File: src/crc_framed_actuator_command_decoder_defines.svh
// Assertion macros for the CRC framed actuator command decoder.
// Used by modules that assert; expects clk and rst_n in scope.
`ifndef CRC_FRAMED_ACTUATOR_COMMAND_DECODER_DEFINES_SVH
`define CRC_FRAMED_ACTUATOR_COMMAND_DECODER_DEFINES_SVH

// Same-cycle implication, checked outside reset.
`define CFACD_ASSERT_IMP(label, pre, post) \
  label: assert property (@(posedge clk) disable iff (!rst_n) (pre) |-> (post)) \
    else $error("implication check failed");

// Next-cycle implication, checked outside reset.
`define CFACD_ASSERT_NXT(label, pre, post) \
  label: assert property (@(posedge clk) disable iff (!rst_n) (pre) |=> (post)) \
    else $error("next-cycle check failed");

`endif

File: src/cfacd_pkg.sv
// Package for the CRC framed actuator command decoder.
// Status codes, command opcodes, bit positions and the CRC-8 byte update.
`timescale 1ns / 1ps
`default_nettype none

package cfacd_pkg;

  localparam int MAX_PAYLOAD = 2;

  typedef enum logic [1:0] {
    ST_APPLIED   = 2'd0,
    ST_UNKNOWN   = 2'd1,
    ST_CRC_BAD   = 2'd2,
    ST_LEN_LONG  = 2'd3
  } status_t;

  localparam logic [7:0] CRC_POLY    = 8'h8C;
  localparam logic [7:0] OP_HEATER   = 8'h01;
  localparam logic [7:0] OP_COOLER   = 8'h02;
  localparam logic [7:0] OP_BOX_FAN  = 8'h03;
  localparam logic [7:0] OP_OUT_FAN  = 8'h04;
  localparam logic [7:0] OP_VENT     = 8'h05;
  localparam logic [7:0] OP_HUMID    = 8'h06;
  localparam logic [7:0] OP_VENT_WIN = 8'h07;
  localparam logic [7:0] OP_SHUTDOWN = 8'hFF;

  // actuator bit positions
  localparam int A_HEATER     = 0;
  localparam int A_COOLER     = 1;
  localparam int A_BOX_FAN    = 2;
  localparam int A_OUT_FAN    = 3;
  localparam int A_VENT_FAN   = 4;
  localparam int A_HUMIDIFIER = 5;
  localparam int A_HUMID_FAN  = 6;
  // window bit positions
  localparam int W_VENT  = 0;
  localparam int W_HUMID = 1;

  localparam logic [3:0] POS_MAX = 4'd15;

  // CRC-8/Maxim, reflected, one byte, LSB first
  function automatic logic [7:0] crc8_byte(input logic [7:0] crc_in, input logic [7:0] data);
    logic [7:0] c;
    logic [7:0] d;
    logic       fb;
    c = crc_in;
    d = data;
    for (int i = 0; i < 8; i++) begin
      fb = c[0] ^ d[0];
      c  = c >> 1;
      if (fb) begin
        c = c ^ CRC_POLY;
      end
      d = d >> 1;
    end
    return c;
  endfunction

endpackage

`default_nettype wire

File: src/crc_framed_actuator_command_decoder.sv
// Input register, then result register; frame and CRC logic sits in one stage between.
// Throughput: one byte per cycle while the result slot is free (empty or being taken).
// A byte may be taken while a result still waits at the output register.
// Reset (rst_n low, synchronous): frame decoder awaits a length byte, CRC and
// held bytes cleared, all actuators off, both windows closed, no result pending.
// Depends on cfacd_pkg and crc_framed_actuator_command_decoder_defines.svh.
`timescale 1ns / 1ps
`default_nettype none

`include "crc_framed_actuator_command_decoder_defines.svh"

module crc_framed_actuator_command_decoder (
  input  wire logic       clk,
  input  wire logic       rst_n,
  input  wire logic       in_valid,
  output logic            in_ready,
  input  wire logic [7:0] in_rx_byte,
  output logic            out_valid,
  input  wire logic       out_ready,
  output logic [1:0]      out_status,
  output logic [7:0]      out_command,
  output logic            out_heater_on,
  output logic            out_cooler_on,
  output logic            out_box_fan_on,
  output logic            out_outside_fan_on,
  output logic            out_vent_fan_on,
  output logic            out_humidifier_on,
  output logic            out_humid_fan_on,
  output logic            out_vent_window_open,
  output logic            out_humid_window_open
);
  import cfacd_pkg::*;

  // ---------------------------------------------------------------------
  // Input register. It drains whenever the result slot is free (empty or
  // being taken this cycle), so a new byte can enter every cycle while the slot stays free.
  // ---------------------------------------------------------------------
  logic       in_valid_r, in_valid_nxt;
  logic [7:0] in_byte_r;
  logic       advance;   // result slot can take whatever this byte produces
  logic       fire;      // registered byte is processed this cycle

  logic       out_valid_r, out_valid_nxt;

  assign advance  = !out_valid_r || out_ready;
  assign fire     = in_valid_r && advance;
  assign in_ready = !in_valid_r || advance;

  always_comb begin
    in_valid_nxt = in_valid_r;
    if (fire) begin
      in_valid_nxt = 1'b0;
    end
    if (in_valid && in_ready) begin
      in_valid_nxt = 1'b1;
    end
  end

  always_ff @(posedge clk) begin
    if (!rst_n) begin
      in_valid_r <= 1'b0;
    end else begin
      in_valid_r <= in_valid_nxt;
    end
  end

  always_ff @(posedge clk) begin
    if (in_valid && in_ready) begin
      in_byte_r <= in_rx_byte;
    end
  end

  // ---------------------------------------------------------------------
  // Frame state
  //   pos: 0 awaiting length, else 1 + payload bytes seen (saturates)
  //   len: payload bytes still expected; 0 in a frame means CRC byte next
  // ---------------------------------------------------------------------
  logic [3:0] pos_r, pos_nxt;
  logic [3:0] len_r, len_nxt;
  logic [7:0] crc_r, crc_nxt;
  logic [7:0] cmd_r, cmd_nxt;
  logic [7:0] val_r, val_nxt;
  logic [6:0] act_r, act_nxt;
  logic [1:0] win_r, win_nxt;

  logic       emit;      // this byte closes or rejects a frame
  status_t    status;
  logic [7:0] res_cmd;
  logic       on;

  assign on = (val_r != 8'd0);

  always_comb begin
    pos_nxt = pos_r;
    len_nxt = len_r;
    crc_nxt = crc_r;
    cmd_nxt = cmd_r;
    val_nxt = val_r;
    act_nxt = act_r;
    win_nxt = win_r;
    emit    = 1'b0;
    status  = ST_APPLIED;
    res_cmd = 8'd0;

    if (fire) begin
      if (pos_r == 4'd0) begin
        // length byte opens a frame
        crc_nxt = 8'd0;
        cmd_nxt = 8'd0;
        val_nxt = 8'd0;
        if (in_byte_r > 8'(MAX_PAYLOAD)) begin
          len_nxt = 4'd0;
          emit    = 1'b1;
          status  = ST_LEN_LONG;
        end else begin
          len_nxt = in_byte_r[3:0];
          pos_nxt = 4'd1;
        end
      end else if (len_r != 4'd0) begin
        // payload byte; only the first two are kept
        if (pos_r == 4'd1) begin
          cmd_nxt = in_byte_r;
        end else if (pos_r == 4'd2) begin
          val_nxt = in_byte_r;
        end
        crc_nxt = crc8_byte(crc_r, in_byte_r);
        len_nxt = len_r - 4'd1;
        if (pos_r != POS_MAX) begin
          pos_nxt = pos_r + 4'd1;
        end
      end else begin
        // CRC byte closes the frame
        emit    = 1'b1;
        res_cmd = cmd_r;
        if (in_byte_r != crc_r) begin
          status = ST_CRC_BAD;
        end else begin
          case (cmd_r)
            OP_HEATER:   act_nxt[A_HEATER]  = on;
            OP_COOLER:   act_nxt[A_COOLER]  = on;
            OP_BOX_FAN:  act_nxt[A_BOX_FAN] = on;
            OP_OUT_FAN:  act_nxt[A_OUT_FAN] = on;
            OP_VENT: begin
              act_nxt[A_VENT_FAN] = on;
              win_nxt[W_VENT]     = on;
            end
            OP_HUMID: begin
              act_nxt[A_HUMIDIFIER] = on;
              act_nxt[A_HUMID_FAN]  = on;
              win_nxt[W_HUMID]      = on;
            end
            OP_VENT_WIN: win_nxt[W_VENT] = on;
            OP_SHUTDOWN: begin
              act_nxt = 7'd0;
              win_nxt = 2'd0;
            end
            default: status = ST_UNKNOWN;
          endcase
        end
        pos_nxt = 4'd0;
        len_nxt = 4'd0;
        crc_nxt = 8'd0;
        cmd_nxt = 8'd0;
        val_nxt = 8'd0;
      end
    end
  end

  always_ff @(posedge clk) begin
    if (!rst_n) begin
      pos_r <= 4'd0;
      len_r <= 4'd0;
      crc_r <= 8'd0;
      cmd_r <= 8'd0;
      val_r <= 8'd0;
      act_r <= 7'd0;
      win_r <= 2'd0;
    end else begin
      pos_r <= pos_nxt;
      len_r <= len_nxt;
      crc_r <= crc_nxt;
      cmd_r <= cmd_nxt;
      val_r <= val_nxt;
      act_r <= act_nxt;
      win_r <= win_nxt;
    end
  end

  // ---------------------------------------------------------------------
  // Result register. Loaded only when the slot is free (fire implies it).
  // ---------------------------------------------------------------------
  logic [1:0] res_status_r;
  logic [7:0] res_cmd_r;
  logic [6:0] res_act_r;
  logic [1:0] res_win_r;

  always_comb begin
    out_valid_nxt = out_valid_r && !out_ready;
    if (emit) begin
      out_valid_nxt = 1'b1;
    end
  end

  always_ff @(posedge clk) begin
    if (!rst_n) begin
      out_valid_r <= 1'b0;
    end else begin
      out_valid_r <= out_valid_nxt;
    end
  end

  always_ff @(posedge clk) begin
    if (emit) begin
      res_status_r <= status;
      res_cmd_r    <= res_cmd;
      res_act_r    <= act_nxt;
      res_win_r    <= win_nxt;
    end
  end

  assign out_valid             = out_valid_r;
  assign out_status            = res_status_r;
  assign out_command           = res_cmd_r;
  assign out_heater_on         = res_act_r[A_HEATER];
  assign out_cooler_on         = res_act_r[A_COOLER];
  assign out_box_fan_on        = res_act_r[A_BOX_FAN];
  assign out_outside_fan_on    = res_act_r[A_OUT_FAN];
  assign out_vent_fan_on       = res_act_r[A_VENT_FAN];
  assign out_humidifier_on     = res_act_r[A_HUMIDIFIER];
  assign out_humid_fan_on      = res_act_r[A_HUMID_FAN];
  assign out_vent_window_open  = res_win_r[W_VENT];
  assign out_humid_window_open = res_win_r[W_HUMID];

  // ---------------------------------------------------------------------
  // Assertions
  // ---------------------------------------------------------------------
  // an over-long length never carries a command
  `CFACD_ASSERT_IMP(a_len_long_no_cmd, out_valid_r && res_status_r == ST_LEN_LONG, res_cmd_r == 8'd0)
  // applied shutdown leaves everything off
  `CFACD_ASSERT_IMP(a_shutdown_clear, out_valid_r && res_status_r == ST_APPLIED && res_cmd_r == OP_SHUTDOWN, res_act_r == 7'd0 && res_win_r == 2'd0)
  // a result always returns the decoder to awaiting a length byte
  `CFACD_ASSERT_NXT(a_emit_rearm, emit, pos_r == 4'd0 && len_r == 4'd0)
  // payload count only pending inside a frame
  `CFACD_ASSERT_IMP(a_len_in_frame, len_r != 4'd0, pos_r != 4'd0)
  // a result never lands on top of one that is still waiting
  `CFACD_ASSERT_IMP(a_no_overwrite, emit, !out_valid_r || out_ready)

endmodule

`default_nettype wire

File: config.mk
export PLATFORM = sky130hd
export DESIGN_NAME = crc_framed_actuator_command_decoder
export DESIGN_NICKNAME = d
export VERILOG_FILES = /design/src/cfacd_pkg.sv /design/src/crc_framed_actuator_command_decoder.sv
export VERILOG_INCLUDE_DIRS = /design/src /design/src/src
export SDC_FILE = /design/constraint.sdc
export NUM_CORES = 1
export LEC_CHECK = 0
export BUFFER_PORTS_ARGS = -buffer_cell sky130_fd_sc_hd__buf_2
export CORE_MARGIN = 1
export CORE_UTILIZATION = 50
export DETAILED_ROUTE_END_ITERATION = 12
export PLACE_DENSITY = 0.69
export REMOVE_ABC_BUFFERS = 1
export SYNTH_ARGS = -nofsm -noshare
export SYNTH_HDL_FRONTEND = slang
export SYNTH_SLANG_ARGS = --single-unit
File: constraint.sdc
create_clock -name clk -period 3.4 [get_ports clk]
set_clock_uncertainty 0.15 [all_clocks]
set_input_delay 0.17 -clock clk [delete_from_list [all_inputs] [get_ports clk]]
set_output_delay 0.17 -clock clk [all_outputs]
set_load 0.1 [all_outputs]
* Yosys cells after proc, flatten, opt, wreduce, memory -nomap -nowiden
Index checks and enable logic that the tools add are counted.
** Operators by class
- Add/sub/neg operators :: 2
- $lt $le $gt $ge :: 1
- Equal/unequal tests :: 17
- Multiplexer cells :: 73
- Bitwise gates (word level) :: 17
- Reduce and logical (&&, ||, !) cells :: 18
** Operator list (count)
- $mux W8 :: 38
- $eq A8 B3 Y1 const B :: 4
- $mux W4 :: 7
- $mux W7 :: 4
- $not A2 Y3 :: 8
- $eq A8 B2 Y1 const B :: 2
- $mux W2 :: 8
- $pmux W1 S2 :: 7
- $ne A3 B2 Y1 const B :: 3
- $eq A8 B1 Y1 const B :: 1
- $eq A8 B8 Y1 const B :: 1
- $gt A8 B2 Y1 const B :: 1
- $mux W1 :: 8
- $ne A8 B8 Y1 :: 1
- $reduce_bool A8 Y1 :: 1
- $reduce_or A8 Y1 :: 1
- $xor A1 B1 Y1 :: 8
- $reduce_and A3 Y1 :: 2
- $add A4 B1 Y4 const B :: 1
- $eq A4 B1 Y1 const B :: 1
- $eq A4 B2 Y1 const B :: 1
- $logic_not A4 Y1 :: 1
- $ne A4 B4 Y1 const B :: 1
- $pmux W2 S2 :: 1
- other kinds (12) :: 17
** Word-level totals
- Flip-flop bits (word level) :: 70
- Logic and storage cells :: 142

* Logic depth before layout (Yosys ltp)
- Word-level depth :: 39
- Depth in mapped cells :: 9

* Worst setup path after synthesis
No wires, ideal clock.
- Path kind :: reg2reg
- Start :: register out_valid_r (netlist: out_valid)
- End :: register in_byte_r[0], enable pin
- Setup time :: 279 ps
- Arrival :: 2255 ps
- Required time :: 2971 ps
- Setup slack :: 716 ps
- Stages on the path, launching flop included :: 4
- Buffers on the path :: 0
- Cell sequence :: dfxtp_1 -> nor2b_1 -> nand2_1 -> and2_1
** Between the ends
- Cells in the longest elaborated chain, start to end :: 4
** RTL lines
- start, declared :: line crc_framed_actuator_command_decoder.sv:43 : logic out_valid_r, out_valid_nxt;
- start signal, assigned :: line crc_framed_actuator_command_decoder.sv:208 : out_valid_r <= out_valid_nxt;
- $logic_not A1 Y1 :: line crc_framed_actuator_command_decoder.sv:45 : assign advance = !out_valid_r || out_ready;
- $logic_or A1 B1 Y1 :: line crc_framed_actuator_command_decoder.sv:45
- $logic_or A1 B1 Y1 :: line crc_framed_actuator_command_decoder.sv:47 : assign in_ready = !in_valid_r || advance;
- named net in_ready :: line crc_framed_actuator_command_decoder.sv:16 : output logic in_ready,
- $logic_and A1 B1 Y1 :: line crc_framed_actuator_command_decoder.sv:68 : if (in_valid && in_ready) begin
- end signal, assigned :: line crc_framed_actuator_command_decoder.sv:69 : in_byte_r <= in_rx_byte;
- end, declared :: line crc_framed_actuator_command_decoder.sv:39 : logic [7:0] in_byte_r;
The timed path passes the listed nets, and every way through them passes these cells.
A chain may end at the register's enable or synchronous reset.

* Worst setup path in the final report
- Start :: register pos_r[0]
- End :: register res_status_r[1] (netlist: out_status[1]), enable pin
** Between the ends
- Cells in the longest elaborated chain, start to end :: 3
** RTL lines
- start, declared :: line crc_framed_actuator_command_decoder.sv:78 : logic [3:0] pos_r, pos_nxt;
- start signal, assigned :: line crc_framed_actuator_command_decoder.sv:179 : pos_r <= pos_nxt;
- $logic_not A4 Y1 :: line crc_framed_actuator_command_decoder.sv:106 : if (pos_r == 4'd0) begin
- $mux W1 :: line crc_framed_actuator_command_decoder.sv:106
- $mux W1 :: line crc_framed_actuator_command_decoder.sv:105 : if (fire) begin
- named net emit :: line crc_framed_actuator_command_decoder.sv:86 : logic emit;
- end signal, assigned :: line crc_framed_actuator_command_decoder.sv:214 : res_status_r <= status;
- end, declared :: line crc_framed_actuator_command_decoder.sv:192 : logic [1:0] res_status_r;
The timed path passes the listed nets, and every way through them passes these cells.

==> impl_metrics.csv <==
group,metric,value,unit
outcome,status,"finished clean",
global_route,grt_start_max_net_pins,29,
timing,setup_violations,0,
die,die_area,6635,µm²
synth,yosysTopAreaCell,"dfxtp_1",
timing,rsz0062_at_grt,"no",
setup_path,crit_arrival,2.53,ns
synth,synth_simple_gate_area_share,23.27,%
routing,routedWlPerCell,14.92,µm
layout,drive_above_1_share,17.12,%
synth,synth-xor-area-share,4.994,%
synth,synthAdderAreaFrac,1.585,%
clock_network,clkSinkCount,70,
synth,synth_top_cell_area_share,27.27,%
clock_network,clock_latency,0.34,ns
timing,period_needed,2.647,ns
routing,drt-pass1-iter-count,5,
timing,whs,0.02519,ns
setup_path,start_kind,"flop",
synth,synth_area_per_cell,9.865,µm²
global_route,grt_overflow,0,
power_and_ir_drop,peakVddDrop,0.3420,mV
global_route,grt_pass1_wl,11000,µm
synth,synthMuxAreaShare,0,%
routing,routed_wl,6609,µm
timing,finalHoldViolations,0,
timing,worst_slew_pin_slew,0.6186,ns
min_path,hp-class,"in -> reg",
layout,areaGrowthSynthToFinish,16.05,%
global_route,grtUsageTotal,22.37,%
synth,synthDistinctLibCells,50,
routing,ant_nets,0,
timing,fin_tns_setup,0,ns
timing,drv_slew,0,
synth,netlist_area,3157,µm²
synth,synth_top_family_by_area,"simple AND/OR/NAND/NOR gates",
clock_network,clk_pin_slew,0.07,ns
layout,final_cell_mix,"dfxtp_1, a21oi_1, nand3_1",
clock_network,h-tree-depth,3,
timing,min_period_over_period,77.87,%
placed_design,place.gp.congestion,0.8694,
synth,synth-edff-count,27,
die,die_y,81.46,µm
synth,yosys_warnings,0,
placed_design,detailed_place_hpwl,4505,µm
die,core_area,5991,µm²
synth,ys_seq_area_share,52.95,%
clock_network,post-cts-setup-buffers,0,
placed_design,io_buffers,32,
layout,diodes,0,
routing,dr_total_vias,2501,
routing,met1Wirelength,3073,µm
clock_network,cts_buffer_depth,2,
synth,synth_compound_area_share,14.63,%
power_and_ir_drop,leakage,1.314,nW
synth,async_flop_share,0,%
synth,synth_flop_cell,"dfxtp_1",
flow_run,maxCapViolations,0,
synth,synth-seq-cells,70,
die,initial_utilization,52.69,%
die,dieWidth,81.46,µm
die,core.rowCount,28,
timing,max_freq,377.7,MHz
clock_network,cts_tree,"built",
power_and_ir_drop,powerDensity,481.4,nW/µm²
synth,synth_area_leaders,"dfxtp_1, edfxtp_1, a21oi_1",
routing,wl_met3,294,µm
setup_path,crit_type,"reg -> reg",
setup_path,cp.required,3.29,ns
routing,top_layer_used,"met4",
routing,wl_met2,3089,µm
die,ios,33,
global_route,grt_pass1_vias,2341,
layout,final_common_cell,"dfxtp_1",
routing,vias_per_cell,5.646,
global_route,antenna_found_initial,0,
routing,drt_iter0_drc,166,
setup_path,critPathMaxFanout,15,
layout,nets,379,
setup_path,cp-end-kind,"flop",
clock_network,clock-root-buffer,"clkbuf_8",
routing,drc,0,
layout,fillers,518,
timing,relSlewSlack,58.48,%
clock_network,cts_buffers,9,
synth,netlist_instances,320,
-- cells by family (layout without fill, tap and decap cells) --
kind of cell,Yosys count,in the layout
AND/OR/NAND/NOR,136,136
AO/OA/AOI/OAI,75,75
flip-flops,70,70
XOR/XNOR,18,18
buffers and inverters,17,65
adder cells (fa/ha/maj),4,4
-- metrics by stage --
stage,power [mW],cell area [µm²],std cells,utilization [%],setup WS [ns]
CTS,1.772,3664,443,61.15,0.7497
finish,1.763,3664,443,61.15,0.7525
global placement,1.097,3374,418,56.33,0.8198
global route,1.821,3664,443,61.15,0.6045
floorplan,1.058,3090,307,-,0.7159
detailed placement,1.098,3374,418,56.33,0.7676
-- area by class of cell --
cell class              count  area (µm²)  share of cell area, %
clock buffers              11       141.4                  3.859
clock inverters             5       57.56                  1.571
inverters                   4       15.01                 0.4098
multi-input cells         233        1404                  38.32
flip-flops and latches     70        1672                  45.63
well taps                  75       93.84                  2.561
repair buffers             45       280.3                  7.650
-- registers in the layout (all words and copies together), names as in the netlist --
name	flops
out_valid	1
in_byte_r	8
win_r	2
out_status	2
pos_r	4
res_act_r	7
cmd_r	8
val_r	8
in_valid_r	1
out_command	8
crc_r	8
act_r	7
len_r	4
res_win_r	2
-- synthesized netlist by cell type (4+ instances only) --
library cell,number
nor2_1,18
ha_1,4
o21ai_1,11
and2_1,11
o21ai_0,7
clkbuf_1,10
or4_1,4
a21oi_1,36
nand4_1,8
xnor2_1,17
edfxtp_1,27
dfxtp_1,43
nand3_1,33
inv_1,4
nor3_1,6
nand2_1,32
or3_1,4
o211ai_1,5
-- worst max-delay path, cell delays in order (launching register included) --
cell and delay, ns:
dfxtp_1 0.35, inv_1 0.12, ha_1 0.16, or3b_2 0.55
or3_2 0.53, nand2_1 0.21, buf_4 0.27
-- path summary, 6_finish.rpt --
path / startpoint / slack (ns) / endpoint / cells past startpoint
min: out_ready / 0.03 / in_valid_r / 4
max reg2reg: pos_r[0] / 0.75 / out_status[1] / 6
min reg2reg: val_r[0] / 0.30 / val_r[0] / 2
max: pos_r[0] / 0.75 / out_status[1] / 6
-- timing repair --
item                      in CTS  in global routing
hold endpoints to repair       9                  0
hold buffers                   9                  0
gates resized for setup        0                  0
-- report_power, final --
part	internal (mW)	switching, mW	leakage, nW	total (mW)
Clock	0.359	0.316	0.0999	0.676
Sequential	0.888	0.0160	0.609	0.904
Combinational	0.0449	0.139	0.605	0.184
Total	1.29	0.471	1.31	1.76
-- routing by layer --
layer  GRT usage (%)  up-vias
met5               0        -
met4           11.79        0
met3           4.000       13
met2           36.75       71
met1           28.02     1165
li1                -     1252
No activity file was read; power rests on OpenSTA's default activity.
